--- config.mk ---
export PLATFORM = sky130hd
export DESIGN_NAME = flow_meter_pulse_rate_unit
export DESIGN_NICKNAME = d
export VERILOG_FILES = /design/src/rtl/fmpr_pkg.sv /design/src/rtl/fmpr_front.sv /design/src/rtl/fmpr_queue.sv /design/src/rtl/fmpr_back.sv /design/src/rtl/flow_meter_pulse_rate_unit.sv
export SDC_FILE = /design/constraint.sdc
export NUM_CORES = 2
export LEC_CHECK = 0
export ABC_AREA = 1
export BUFFER_PORTS_ARGS = -buffer_cell sky130_fd_sc_hd__buf_2
export CAP_MARGIN = 20
export CORE_ASPECT_RATIO = 0.75
export CORE_UTILIZATION = 54
export CTS_BUF_LIST = sky130_fd_sc_hd__clkbuf_16
export DETAILED_ROUTE_END_ITERATION = 7
export GPL_ROUTABILITY_DRIVEN = 0
export PLACE_DENSITY = 0.76
export SLEW_MARGIN = 20
export SYNTH_ARGS = -nofsm -noshare
export SYNTH_HDL_FRONTEND = slang
export SYNTH_SLANG_ARGS = --single-unit
--- constraint.sdc ---
create_clock -name clk -period 8.06 [get_ports clk]
set_input_delay 1.612 -clock clk [delete_from_list [all_inputs] [get_ports clk]]
set_output_delay 1.612 -clock clk [all_outputs]
set_load 0.03 [all_outputs]
--- src/rtl/fmpr_pkg.sv ---
package fmpr_pkg;

	localparam int FRAC_BITS_DEF   = 16;
	localparam int QUEUE_DEPTH_DEF = 2;

	localparam int CNT_W = 32;
	localparam int PPL_W = 16;
	localparam int DEB_W = 20;
	localparam int OUT_W = 48;

	localparam logic [15:0]    MS_PER_MIN = 16'd60000;
	localparam logic [OUT_W-1:0] OUT_MAX  = {OUT_W{1'b1}};

	// operation codes
	typedef logic [1:0] op_t;
	localparam op_t OP_EDGE  = 2'd0;
	localparam op_t OP_QUERY = 2'd1;
	localparam op_t OP_CLEAR = 2'd2;
	localparam op_t OP_LOAD  = 2'd3;

	// register indexes
	typedef logic [1:0] cfg_idx_t;
	localparam cfg_idx_t CFG_PPL      = 2'd0;
	localparam cfg_idx_t CFG_DEBOUNCE = 2'd1;
	localparam cfg_idx_t CFG_ENABLE   = 2'd2;

	localparam logic [PPL_W-1:0] PPL_RST      = 16'd450;
	localparam logic [DEB_W-1:0] DEBOUNCE_RST = 20'd1000;

	typedef struct packed {
		op_t              op;
		logic [CNT_W-1:0] time_us;
		logic [CNT_W-1:0] time_ms;
		logic [CNT_W-1:0] load_value;
	} item_t;

	typedef struct packed {
		logic             edge_counted;
		logic [CNT_W-1:0] total_pulses;
		logic [OUT_W-1:0] volume_q16;
		logic [OUT_W-1:0] flow_rate_q16;
		logic             rate_valid;
	} result_t;

	// work handed from the front to the divider
	typedef struct packed {
		logic             edge_counted;
		logic             rate_valid;
		logic [CNT_W-1:0] total;
		logic [CNT_W-1:0] pulses;
		logic [CNT_W-1:0] elapsed;
		logic [PPL_W-1:0] ppl;
	} job_t;

	// queue handshake between the two halves
	typedef struct packed {
		logic push;
		logic full;
	} wr_ctl_t;

	typedef struct packed {
		logic pop;
		logic avail;
	} rd_ctl_t;

endpackage

--- src/rtl/fmpr_front.sv ---
module fmpr_front (
	input  logic                        clk,
	input  logic                        arst_n,
	input  logic                        item_valid,
	output logic                        item_stall,
	input  fmpr_pkg::item_t             item,
	input  logic                        cfg_valid,
	output logic                        cfg_ready,
	input  fmpr_pkg::cfg_idx_t          cfg_index,
	input  logic [31:0]                 cfg_data,
	output fmpr_pkg::wr_ctl_t           wr_ctl,
	input  logic                        queue_full,
	output fmpr_pkg::job_t              job
);

	logic [fmpr_pkg::PPL_W-1:0] ppl_q;
	logic [fmpr_pkg::DEB_W-1:0] debounce_q;
	logic                       enable_q;

	logic [fmpr_pkg::CNT_W-1:0] total_q;
	logic [fmpr_pkg::CNT_W-1:0] base_pulses_q;
	logic [fmpr_pkg::CNT_W-1:0] base_ms_q;
	logic [fmpr_pkg::CNT_W-1:0] last_us_q;

	logic [fmpr_pkg::CNT_W-1:0] total_d;
	logic [fmpr_pkg::CNT_W-1:0] base_pulses_d;
	logic [fmpr_pkg::CNT_W-1:0] base_ms_d;
	logic [fmpr_pkg::CNT_W-1:0] last_us_d;
	logic [fmpr_pkg::CNT_W-1:0] since_us;
	logic [fmpr_pkg::CNT_W-1:0] elapsed;
	logic                       counted;
	logic                       rate_ok;
	logic                       accept;

	assign cfg_ready  = 1'b1;
	assign item_stall = queue_full;
	assign accept     = item_valid && !queue_full;

	assign since_us = item.time_us - last_us_q;
	assign elapsed  = item.time_ms - base_ms_q;

	always_comb begin
		total_d       = total_q;
		base_pulses_d = base_pulses_q;
		base_ms_d     = base_ms_q;
		last_us_d     = last_us_q;
		counted       = 1'b0;
		rate_ok       = 1'b0;
		unique case (item.op)
			fmpr_pkg::OP_EDGE: begin
				if (enable_q && (since_us >= {{(fmpr_pkg::CNT_W-fmpr_pkg::DEB_W){1'b0}},
						debounce_q})) begin
					counted   = 1'b1;
					total_d   = total_q + 32'd1;
					last_us_d = item.time_us;
				end
			end
			fmpr_pkg::OP_QUERY: begin
				// zero elapsed time leaves the baseline alone
				if (elapsed != '0) begin
					rate_ok       = 1'b1;
					base_pulses_d = total_q;
					base_ms_d     = item.time_ms;
				end
			end
			fmpr_pkg::OP_CLEAR: begin
				total_d       = '0;
				base_pulses_d = '0;
				base_ms_d     = item.time_ms;
			end
			fmpr_pkg::OP_LOAD: begin
				total_d       = item.load_value;
				base_pulses_d = item.load_value;
				base_ms_d     = item.time_ms;
			end
			default: begin
				total_d = total_q;
			end
		endcase
	end

	always_comb begin
		wr_ctl.push      = accept;
		wr_ctl.full      = queue_full;
		job.edge_counted = counted;
		job.rate_valid   = rate_ok;
		job.total        = total_d;
		job.pulses       = total_q - base_pulses_q;
		job.elapsed      = elapsed;
		job.ppl          = ppl_q;
	end

	always_ff @(posedge clk or negedge arst_n) begin
		if (!arst_n) begin
			ppl_q      <= fmpr_pkg::PPL_RST;
			debounce_q <= fmpr_pkg::DEBOUNCE_RST;
			enable_q   <= 1'b1;
		end else if (cfg_valid) begin
			unique case (cfg_index)
				fmpr_pkg::CFG_PPL:      ppl_q      <= cfg_data[fmpr_pkg::PPL_W-1:0];
				fmpr_pkg::CFG_DEBOUNCE: debounce_q <= cfg_data[fmpr_pkg::DEB_W-1:0];
				fmpr_pkg::CFG_ENABLE:   enable_q   <= cfg_data[0];
				default:                enable_q   <= enable_q;
			endcase
		end
	end

	always_ff @(posedge clk or negedge arst_n) begin
		if (!arst_n) begin
			total_q       <= '0;
			base_pulses_q <= '0;
			base_ms_q     <= '0;
			last_us_q     <= '0;
		end else if (accept) begin
			total_q       <= total_d;
			base_pulses_q <= base_pulses_d;
			base_ms_q     <= base_ms_d;
			last_us_q     <= last_us_d;
		end
	end

endmodule

--- src/rtl/fmpr_queue.sv ---
module fmpr_queue #(
	parameter int DEPTH = fmpr_pkg::QUEUE_DEPTH_DEF
) (
	input  logic              clk,
	input  logic              arst_n,
	input  fmpr_pkg::wr_ctl_t wr_ctl,
	input  fmpr_pkg::job_t    wr_job,
	output logic              full,
	input  logic              pop,
	output fmpr_pkg::rd_ctl_t rd_ctl,
	output fmpr_pkg::job_t    rd_job
);

	localparam int PTR_W = (DEPTH > 1) ? $clog2(DEPTH) : 1;
	localparam int CNT_W = $clog2(DEPTH + 1);
	localparam logic [PTR_W-1:0] LAST = PTR_W'(DEPTH - 1);
	localparam logic [CNT_W-1:0] FULL_CNT = CNT_W'(DEPTH);

	fmpr_pkg::job_t   mem_q [DEPTH];
	logic [PTR_W-1:0] wr_ptr_q;
	logic [PTR_W-1:0] rd_ptr_q;
	logic [CNT_W-1:0] count_q;
	logic             do_pop;

	assign full        = (count_q == FULL_CNT);
	assign do_pop      = pop && (count_q != '0);
	assign rd_ctl.pop  = do_pop;
	assign rd_ctl.avail = (count_q != '0);
	assign rd_job      = mem_q[rd_ptr_q];

	always_ff @(posedge clk) begin
		if (wr_ctl.push) begin
			mem_q[wr_ptr_q] <= wr_job;
		end
	end

	always_ff @(posedge clk or negedge arst_n) begin
		if (!arst_n) begin
			wr_ptr_q <= '0;
			rd_ptr_q <= '0;
			count_q  <= '0;
		end else begin
			if (wr_ctl.push) begin
				wr_ptr_q <= (wr_ptr_q == LAST) ? '0 : wr_ptr_q + 1'b1;
			end
			if (do_pop) begin
				rd_ptr_q <= (rd_ptr_q == LAST) ? '0 : rd_ptr_q + 1'b1;
			end
			if (wr_ctl.push && !do_pop) begin
				count_q <= count_q + 1'b1;
			end else if (!wr_ctl.push && do_pop) begin
				count_q <= count_q - 1'b1;
			end
		end
	end

	a_no_push_full: assert property (@(posedge clk) disable iff (!arst_n)
		wr_ctl.push |-> !full)
		else $error("push into full queue");

	a_count_up: assert property (@(posedge clk) disable iff (!arst_n)
		(wr_ctl.push && !do_pop) |=> (count_q == $past(count_q) + 1'b1))
		else $error("queue count did not advance on push");

endmodule

--- src/rtl/fmpr_back.sv ---
module fmpr_back #(
	parameter int FRAC_BITS = fmpr_pkg::FRAC_BITS_DEF
) (
	input  logic              clk,
	input  logic              arst_n,
	input  fmpr_pkg::rd_ctl_t rd_ctl,
	input  fmpr_pkg::job_t    job,
	output logic              pop,
	output logic              result_valid,
	input  logic              result_stall,
	output fmpr_pkg::result_t result
);

	localparam int OW    = fmpr_pkg::OUT_W;
	localparam int PW    = fmpr_pkg::PPL_W;
	localparam int DIV_W = OW + FRAC_BITS;
	localparam int STEP_W = $clog2(DIV_W);
	localparam logic [STEP_W-1:0] LAST_STEP = STEP_W'(DIV_W - 1);

	localparam logic [1:0] ST_IDLE = 2'd0;
	localparam logic [1:0] ST_RUN  = 2'd1;
	localparam logic [1:0] ST_DONE = 2'd2;

	logic [1:0]        state_q;
	logic [STEP_W-1:0] step_q;

	// rate lane: 48-bit divisor
	logic [DIV_W-1:0] r_dvd_q;
	logic [OW-1:0]    r_den_q;
	logic [OW-1:0]    r_rem_q;
	logic [OW-1:0]    r_quo_q;
	logic             r_sat_q;
	// volume lane: 16-bit divisor
	logic [DIV_W-1:0] v_dvd_q;
	logic [PW-1:0]    v_den_q;
	logic [PW-1:0]    v_rem_q;
	logic [OW-1:0]    v_quo_q;
	logic             v_sat_q;

	logic             counted_q;
	logic             rate_ok_q;
	logic [fmpr_pkg::CNT_W-1:0] total_q;

	logic              res_valid_q;
	fmpr_pkg::result_t res_q;

	logic [OW:0]   r_part;
	logic          r_bit;
	logic [PW:0]   v_part;
	logic          v_bit;
	logic          out_free;
	logic [OW-1:0] rate_fin;
	logic [OW-1:0] vol_fin;

	assign out_free     = !res_valid_q || !result_stall;
	assign pop          = (state_q == ST_IDLE) && rd_ctl.avail;
	assign result_valid = res_valid_q;
	assign result       = res_q;

	// one restoring step per cycle in each lane
	assign r_part = {r_rem_q, r_dvd_q[DIV_W-1]};
	assign r_bit  = (r_part >= {1'b0, r_den_q});
	assign v_part = {v_rem_q, v_dvd_q[DIV_W-1]};
	assign v_bit  = (v_part >= {1'b0, v_den_q});

	assign rate_fin = r_sat_q ? fmpr_pkg::OUT_MAX : r_quo_q;
	assign vol_fin  = v_sat_q ? fmpr_pkg::OUT_MAX : v_quo_q;

	always_ff @(posedge clk) begin
		if (pop) begin
			counted_q <= job.edge_counted;
			rate_ok_q <= job.rate_valid;
			total_q   <= job.total;
			r_dvd_q   <= {OW'(job.pulses * fmpr_pkg::MS_PER_MIN), {FRAC_BITS{1'b0}}};
			r_den_q   <= OW'(job.ppl * job.elapsed);
			r_rem_q   <= '0;
			r_quo_q   <= '0;
			r_sat_q   <= 1'b0;
			v_dvd_q   <= {{(OW-fmpr_pkg::CNT_W){1'b0}}, job.total, {FRAC_BITS{1'b0}}};
			v_den_q   <= job.ppl;
			v_rem_q   <= '0;
			v_quo_q   <= '0;
			v_sat_q   <= 1'b0;
		end else if (state_q == ST_RUN) begin
			r_dvd_q <= {r_dvd_q[DIV_W-2:0], 1'b0};
			r_rem_q <= r_bit ? OW'(r_part - {1'b0, r_den_q}) : r_part[OW-1:0];
			r_quo_q <= {r_quo_q[OW-2:0], r_bit};
			r_sat_q <= r_sat_q | r_quo_q[OW-1];
			v_dvd_q <= {v_dvd_q[DIV_W-2:0], 1'b0};
			v_rem_q <= v_bit ? PW'(v_part - {1'b0, v_den_q}) : v_part[PW-1:0];
			v_quo_q <= {v_quo_q[OW-2:0], v_bit};
			v_sat_q <= v_sat_q | v_quo_q[OW-1];
		end
	end

	always_ff @(posedge clk or negedge arst_n) begin
		if (!arst_n) begin
			state_q <= ST_IDLE;
			step_q  <= '0;
		end else begin
			unique case (state_q)
				ST_IDLE: begin
					if (pop) begin
						state_q <= ST_RUN;
						step_q  <= '0;
					end
				end
				ST_RUN: begin
					step_q <= step_q + 1'b1;
					if (step_q == LAST_STEP) begin
						state_q <= ST_DONE;
					end
				end
				ST_DONE: begin
					if (out_free) begin
						state_q <= ST_IDLE;
					end
				end
				default: state_q <= ST_IDLE;
			endcase
		end
	end

	always_ff @(posedge clk or negedge arst_n) begin
		if (!arst_n) begin
			res_valid_q <= 1'b0;
		end else if ((state_q == ST_DONE) && out_free) begin
			res_valid_q <= 1'b1;
		end else if (!result_stall) begin
			res_valid_q <= 1'b0;
		end
	end

	always_ff @(posedge clk) begin
		if ((state_q == ST_DONE) && out_free) begin
			res_q.edge_counted  <= counted_q;
			res_q.total_pulses  <= total_q;
			res_q.volume_q16    <= vol_fin;
			res_q.flow_rate_q16 <= rate_ok_q ? rate_fin : '0;
			res_q.rate_valid    <= rate_ok_q;
		end
	end

	a_zero_rate: assert property (@(posedge clk) disable iff (!arst_n)
		(res_valid_q && !res_q.rate_valid) |-> (res_q.flow_rate_q16 == '0))
		else $error("rate reported without a valid query");

	a_start: assert property (@(posedge clk) disable iff (!arst_n)
		pop |=> (state_q == ST_RUN) && (step_q == '0))
		else $error("divider did not start after pop");

	a_run_len: assert property (@(posedge clk) disable iff (!arst_n)
		(state_q == ST_RUN && step_q != LAST_STEP) |=> (state_q == ST_RUN))
		else $error("divider left early");

endmodule

--- src/rtl/flow_meter_pulse_rate_unit.sv ---
// Channel   Dir  Handshake             Payload
// item      in   item_valid/item_stall fmpr_pkg::item_t (op, time_us, time_ms, load_value)
// result    out  result_valid/stall    fmpr_pkg::result_t (one per item)
// cfg       in   cfg_valid/cfg_ready   cfg_index, cfg_data (ready held high)
//
// The front updates the pulse count and baselines in the cycle a request is
// accepted and pushes the work into a QUEUE_DEPTH-entry queue; requests are taken
// every cycle until the queue fills.
// The back runs two restoring dividers side by side, one quotient bit a cycle,
// FRAC_BITS + 48 steps; it takes the next job only once its last result is registered.
// Reset clears the count, baselines and queue and restores the register defaults.
// A stalled result is held in the output register while the back finishes the next one.
module flow_meter_pulse_rate_unit #(
	parameter int FRAC_BITS   = fmpr_pkg::FRAC_BITS_DEF,
	parameter int QUEUE_DEPTH = fmpr_pkg::QUEUE_DEPTH_DEF
) (
	input  logic               clk,
	input  logic               arst_n,
	input  logic               item_valid,
	output logic               item_stall,
	input  fmpr_pkg::item_t    item,
	output logic               result_valid,
	input  logic               result_stall,
	output fmpr_pkg::result_t  result,
	input  logic               cfg_valid,
	output logic               cfg_ready,
	input  fmpr_pkg::cfg_idx_t cfg_index,
	input  logic [31:0]        cfg_data
);

	fmpr_pkg::wr_ctl_t wr_ctl;
	fmpr_pkg::rd_ctl_t rd_ctl;
	fmpr_pkg::job_t    wr_job;
	fmpr_pkg::job_t    rd_job;
	logic              queue_full;
	logic              pop;

	// classify the request and advance the count
	fmpr_front u_front (
		.clk        (clk),
		.arst_n     (arst_n),
		.item_valid (item_valid),
		.item_stall (item_stall),
		.item       (item),
		.cfg_valid  (cfg_valid),
		.cfg_ready  (cfg_ready),
		.cfg_index  (cfg_index),
		.cfg_data   (cfg_data),
		.wr_ctl     (wr_ctl),
		.queue_full (queue_full),
		.job        (wr_job)
	);

	// decouple the fast front from the slow divider
	fmpr_queue #(
		.DEPTH (QUEUE_DEPTH)
	) u_queue (
		.clk    (clk),
		.arst_n (arst_n),
		.wr_ctl (wr_ctl),
		.wr_job (wr_job),
		.full   (queue_full),
		.pop    (pop),
		.rd_ctl (rd_ctl),
		.rd_job (rd_job)
	);

	// scale volume and rate, then hold the result until taken
	fmpr_back #(
		.FRAC_BITS (FRAC_BITS)
	) u_back (
		.clk          (clk),
		.arst_n       (arst_n),
		.rd_ctl       (rd_ctl),
		.job          (rd_job),
		.pop          (pop),
		.result_valid (result_valid),
		.result_stall (result_stall),
		.result       (result)
	);

endmodule
Word level (Yosys, flattened, before mapping)
Memory sizes are Yosys's and may differ from the RTL's. Cells that the tools add are included.

Add/sub/neg operators: 11. Multiply operators: 2. Magnitude comparators: 3. Equality and inequality tests: 14. Mux-type cells: 31. Bitwise gates (word level): 2. Reductions and logical operators: 32.

Operators with widths (count): 2-to-1 mux 48 bit (4); case mux 32 bit (3 select lines) (2); 2-to-1 mux 64 bit (2); 2-to-1 mux 32 bit (3); subtractor 32 bit (3); case mux 32 bit (2 select lines) (1); >= comparator 49 x 48 -> 1 bit (1); multiplier 16 x 32 -> 48 bit (1); subtractor 48 bit (1); multiplier 32 x 11 -> 43 bit (second input constant) (1); adder 32 x 1 -> 32 bit (second input constant) (1); >= comparator 32 x 20 -> 1 bit (1); nonzero test 32 bit (1); >= comparator 17 x 16 -> 1 bit (1); 2-to-1 mux 16 bit (1); subtractor 16 bit (1); case mux 6 bit (2 select lines) (1); AND reduction 3 bit (4); equality test 2 bit (second input constant) (5); 2-to-1 mux 1 bit (10); 2-to-1 mux 2 bit (5); nonzero test 2 bit (5); AND reduction 2 bit (4); logical AND 1 bit (7); 16 further kinds (29).

Register bits: 659. Bits in writable memories: 228. Output and inout bits: 133. Memories kept: 1.

Memory list: u_queue.mem_q (words 2, bits a word 114, rd ports 1, clocked after Yosys merged registers in 0, write ports 1, RTL line fmpr_queue.sv:19) `fmpr_pkg::job_t mem_q [DEPTH];`.

Longest topological paths before layout
Depth in word-level cells: 7. Gate-level depth with buffers: 35. Mapped depth without buffers: 32.

Modules after synthesis
A second synthesis with hierarchy kept.

Cells, all modules: 8789. Area total of the unflattened synthesis: 70343.7 um2.

By module, submodules not included: fmpr_back (times used 1, cells each 5737, area an instance 46321.9 um2, sequential area each 12887.4 um2); fmpr_front (times used 1, cells each 2427, area an instance 15491.1 um2, sequential area each 4142.7 um2); fmpr_queue (times used 1, cells each 625, area an instance 8530.7 um2, sequential area each 6946.7 um2).

Worst setup path before layout
No wires, ideal clock.

Path kind: in2reg. Start: input port result_stall. End: register u_back.res_q (netlist bit u_back.result[0]), enable pin. Setup time: 663 ps. Data arrival time: 7890 ps. Required time: 7397 ps. Path slack: -493 ps. Stages: 1. Cells stage by stage: a21oi_1.

Word-level cells in the longest chain between the ends: 3.

Ends and longest elaborated chain: from (decl) (RTL line flow_meter_pulse_rate_unit.sv:23) `input logic result_stall,`; logical NOT 1 bit (RTL line fmpr_back.sv:55) `assign out_free = !res_valid_q || !result_stall;`; logical OR 1 bit (RTL line fmpr_back.sv:55); logical AND 1 bit (RTL line fmpr_back.sv:135) `if ((state_q == ST_DONE) && out_free) begin`; to (decl) (RTL line fmpr_back.sv:45) `fmpr_pkg::result_t res_q;`.

No other way between the ends. A chain may end at the register's enable or synchronous reset.

==> flow_summary.json <==
{
  "final_area_sq_mm": 0.0734,
  "fmax_mhz": 129,
  "initial_core_util": 0.546,
  "avgSynthCellArea_sq_um": 8.55,
  "dp_hpwl_mm": 136,
  "cts_buffers": 89,
  "area_growth_pct": 9.55,
  "cp_data_required_time_ns": 8.48,
  "worst_slew_pin_slew_ns": 1.13,
  "async_flop_share": 0.201,
  "antenna_found_initial": 8,
  "hold_class": "flip-flop to flip-flop",
  "post-route-period-util": 0.959,
  "ys_seq_area_frac": 0.358,
  "hold_buffers": 0,
  "crit_end": "u_back.r_den_q[32]",
  "route.detailed.drc": 21,
  "hold_viol": 0,
  "final_core_util": 0.599,
  "drtPass1Iterations": 8,
  "placed_area_sq_mm": 0.0704,
  "ios": 270,
  "drt_iter0_markers": 6327,
  "clk_path_buf_depth": 3,
  "post_cts_buffers": 0,
  "maxSlewViolCount": 0,
  "start_kind": "flip-flop",
  "final_common_cell": "nand2_1",
  "vias": 54369,
  "synth_seq_cells": 887,
  "fin_setup_tns_ns": 0,
  "status": "finished, violations left",
  "worstSetupPathType": "flip-flop to flip-flop",
  "overflow": 0,
  "ys.flop_type": "edfxtp_1",
  "clk_latency_ns": 0.74,
  "slowest_delay_ns": 0.92,
  "r2r-start": "u_queue.rd_ptr_q",
  "critPathCaptureType": "flip-flop",
  "drive_gt1_frac": 0.0796,
  "detail-route-antenna-nets": 0,
  "via_per_inst": 5.55,
  "nets": 9181,
  "cts_tree": "yes",
  "clk_pin_slew_ns": 0.07,
  "synth_enable_flop_cells": 531,
  "crit_slowest_cell": "o21ai_2",
  "final_cell_mix": "nand2_1, inv_1, nor2_1, fa_1, edfxtp_1",
  "die_area_sq_mm": 0.126,
  "die_h_um": 307,
  "clock_sinks": 887,
  "crit_path_start": "u_queue.rd_ptr_q",
  "path_max_fanout": 81,
  "period_needed_ns": 7.73,
  "core_region_area_sq_mm": 0.123,
  "root_buffer": "clkbuf_16",
  "clock_skew_ns": 0.0609,
  "synth_nets": 8948,
  "arrival_ns": 8.14,
  "crit_path_frequent_cell": "inv_1",
  "reg2reg_slack_ns": 0.33,
  "setup_viol": 0,
  "relSlewSlack": 0.249,
  "drt_wl_total_mm": 178,
  "rsz0062_at_grt": "false",
  "cts_max_level": 3,
  "io_buffers": 256,
  "grt_first_pass_wirelength_mm": 281,
  "die_width_um": 409,
  "maxCapViolCount": 0,
  "regToRegEndpoint": "u_back.r_den_q[32]",
  "wire_per_inst_um": 18.1,
  "grt_pass1_vias": 52612,
  "synth_cell_types": 60,
  "cts_resized": 0,
  "yosysWarnings": 0,
  "grt_max_degree": 135,
  "violations": "DRC",
  "std_cell_rows": 111,
  "grt_use_total": 0.282,
  "syn_inst": 7838,
  "synth_area_sq_mm": 0.0670,
  "r2r_cells": 28
}
state kept, by name, indices dropped and copies added (netlist names), 43 cells and up:
name / flops
u_back.r_den_q: 48
u_back.r_dvd_q: 43
u_back.r_quo_q: 48
u_back.r_rem_q: 48
u_back.result: 130
u_back.v_dvd_q: 48
u_back.v_quo_q: 48
u_queue.mem_q: 228
synthesized netlist by cell type, types with 12 or more instances:
library cell	number	area (sq um)
o211ai_1	30	225
a31oi_1	86	538
dfxtp_1	178	3560
o21ai_0	334	1670
a21boi_0	12	90.1
nor3_1	50	250
buf_1	14	52.6
o21ai_1	34	170
nor4_1	27	169
xnor2_1	83	727
xor2_1	144	1260
clkinv_1	29	109
nand3_1	246	1230
dfrtp_1	167	4180
a21oi_1	350	1750
o21a_1	24	180
buf_4	15	113
o22ai_1	116	726
clkbuf_1	187	702
nand4_1	34	213
o21bai_1	23	173
edfxtp_1	531	15900
or2_2	81	507
nor2_1	611	2290
ha_1	409	5120
nand2_1	1873	7030
a21o_1	35	263
fa_1	564	11300
inv_1	1449	5440
cells by family (layout without fill, tap and decap cells):
group                    after synthesis  in the layout  synth area share
buffers and inverters               1711           2018            0.0976
adder cells (fa/ha/maj)              973            973             0.245
XOR/XNOR                             227            227            0.0297
other                                  1              8         0.0000560
AO/OA/AOI/OAI                       1078           1078            0.0907
AND/OR/NAND/NOR                     2961           2961             0.179
flip-flops                           887            887             0.358
cell type report:
type	count	area [sq um]
Tap cell	1638	2050
Sequential cell	887	24000
Clock buffer	89	2230
Inverter	1479	5580
Antenna cell	7	17.5
Multi-Input combinational cell	5240	36600
Fill cell	10353	49200
Clock inverter	76	693
Timing Repair Buffer	374	2270
metal layers:
| layer | GRT usage | routed length, um |
|---|---|---|
| met1 | 0.394 | 75000 |
| met4 | 0.102 | 6760 |
| met5 | 0.00230 | 86 |
| met2 | 0.422 | 76400 |
| met3 | 0.0761 | 19400 |
metrics by stage:
step	hold slack, ns	worst slack, ns	instances
5_1_grt	0.427	0.0502	9790
3_5_place_dp	0.405	0.384	9615
3_3_place_gp	0.403	0.518	9615
6_report	0.409	0.334	9790
4_1_cts	0.405	0.288	9780
2_1_floorplan	0.400	0.635	7838
worst min-delay path by stage:
stage                             startpoint                 end  slack [ns]  cells after the start
after floorplan            u_back.total_q[3]  u_back.result[100]        0.40                      0
after global placement    u_back.total_q[20]  u_back.result[117]        0.40                      0
after detailed placement  u_back.total_q[28]  u_back.result[125]        0.40                      0
after CTS                 u_back.total_q[31]  u_back.result[128]        0.40                      0
after global routing       u_back.total_q[4]  u_back.result[101]        0.43                      0
final                     u_back.total_q[31]  u_back.result[128]        0.41                      0
worst max-delay path: cells and delay by family, from the launching register on:
kind,cells,cell delay [ns]
fa+ha+maj,7,2.77
compound gates,7,2.48
buf+inv,9,1.02
flops,1,0.50
simple gates,4,0.42
xor+xnor,1,0.18
Power is left out: the tool's default activity adds up to more than one toggle a clock period on the data nets, which glitch-free logic cannot reach.
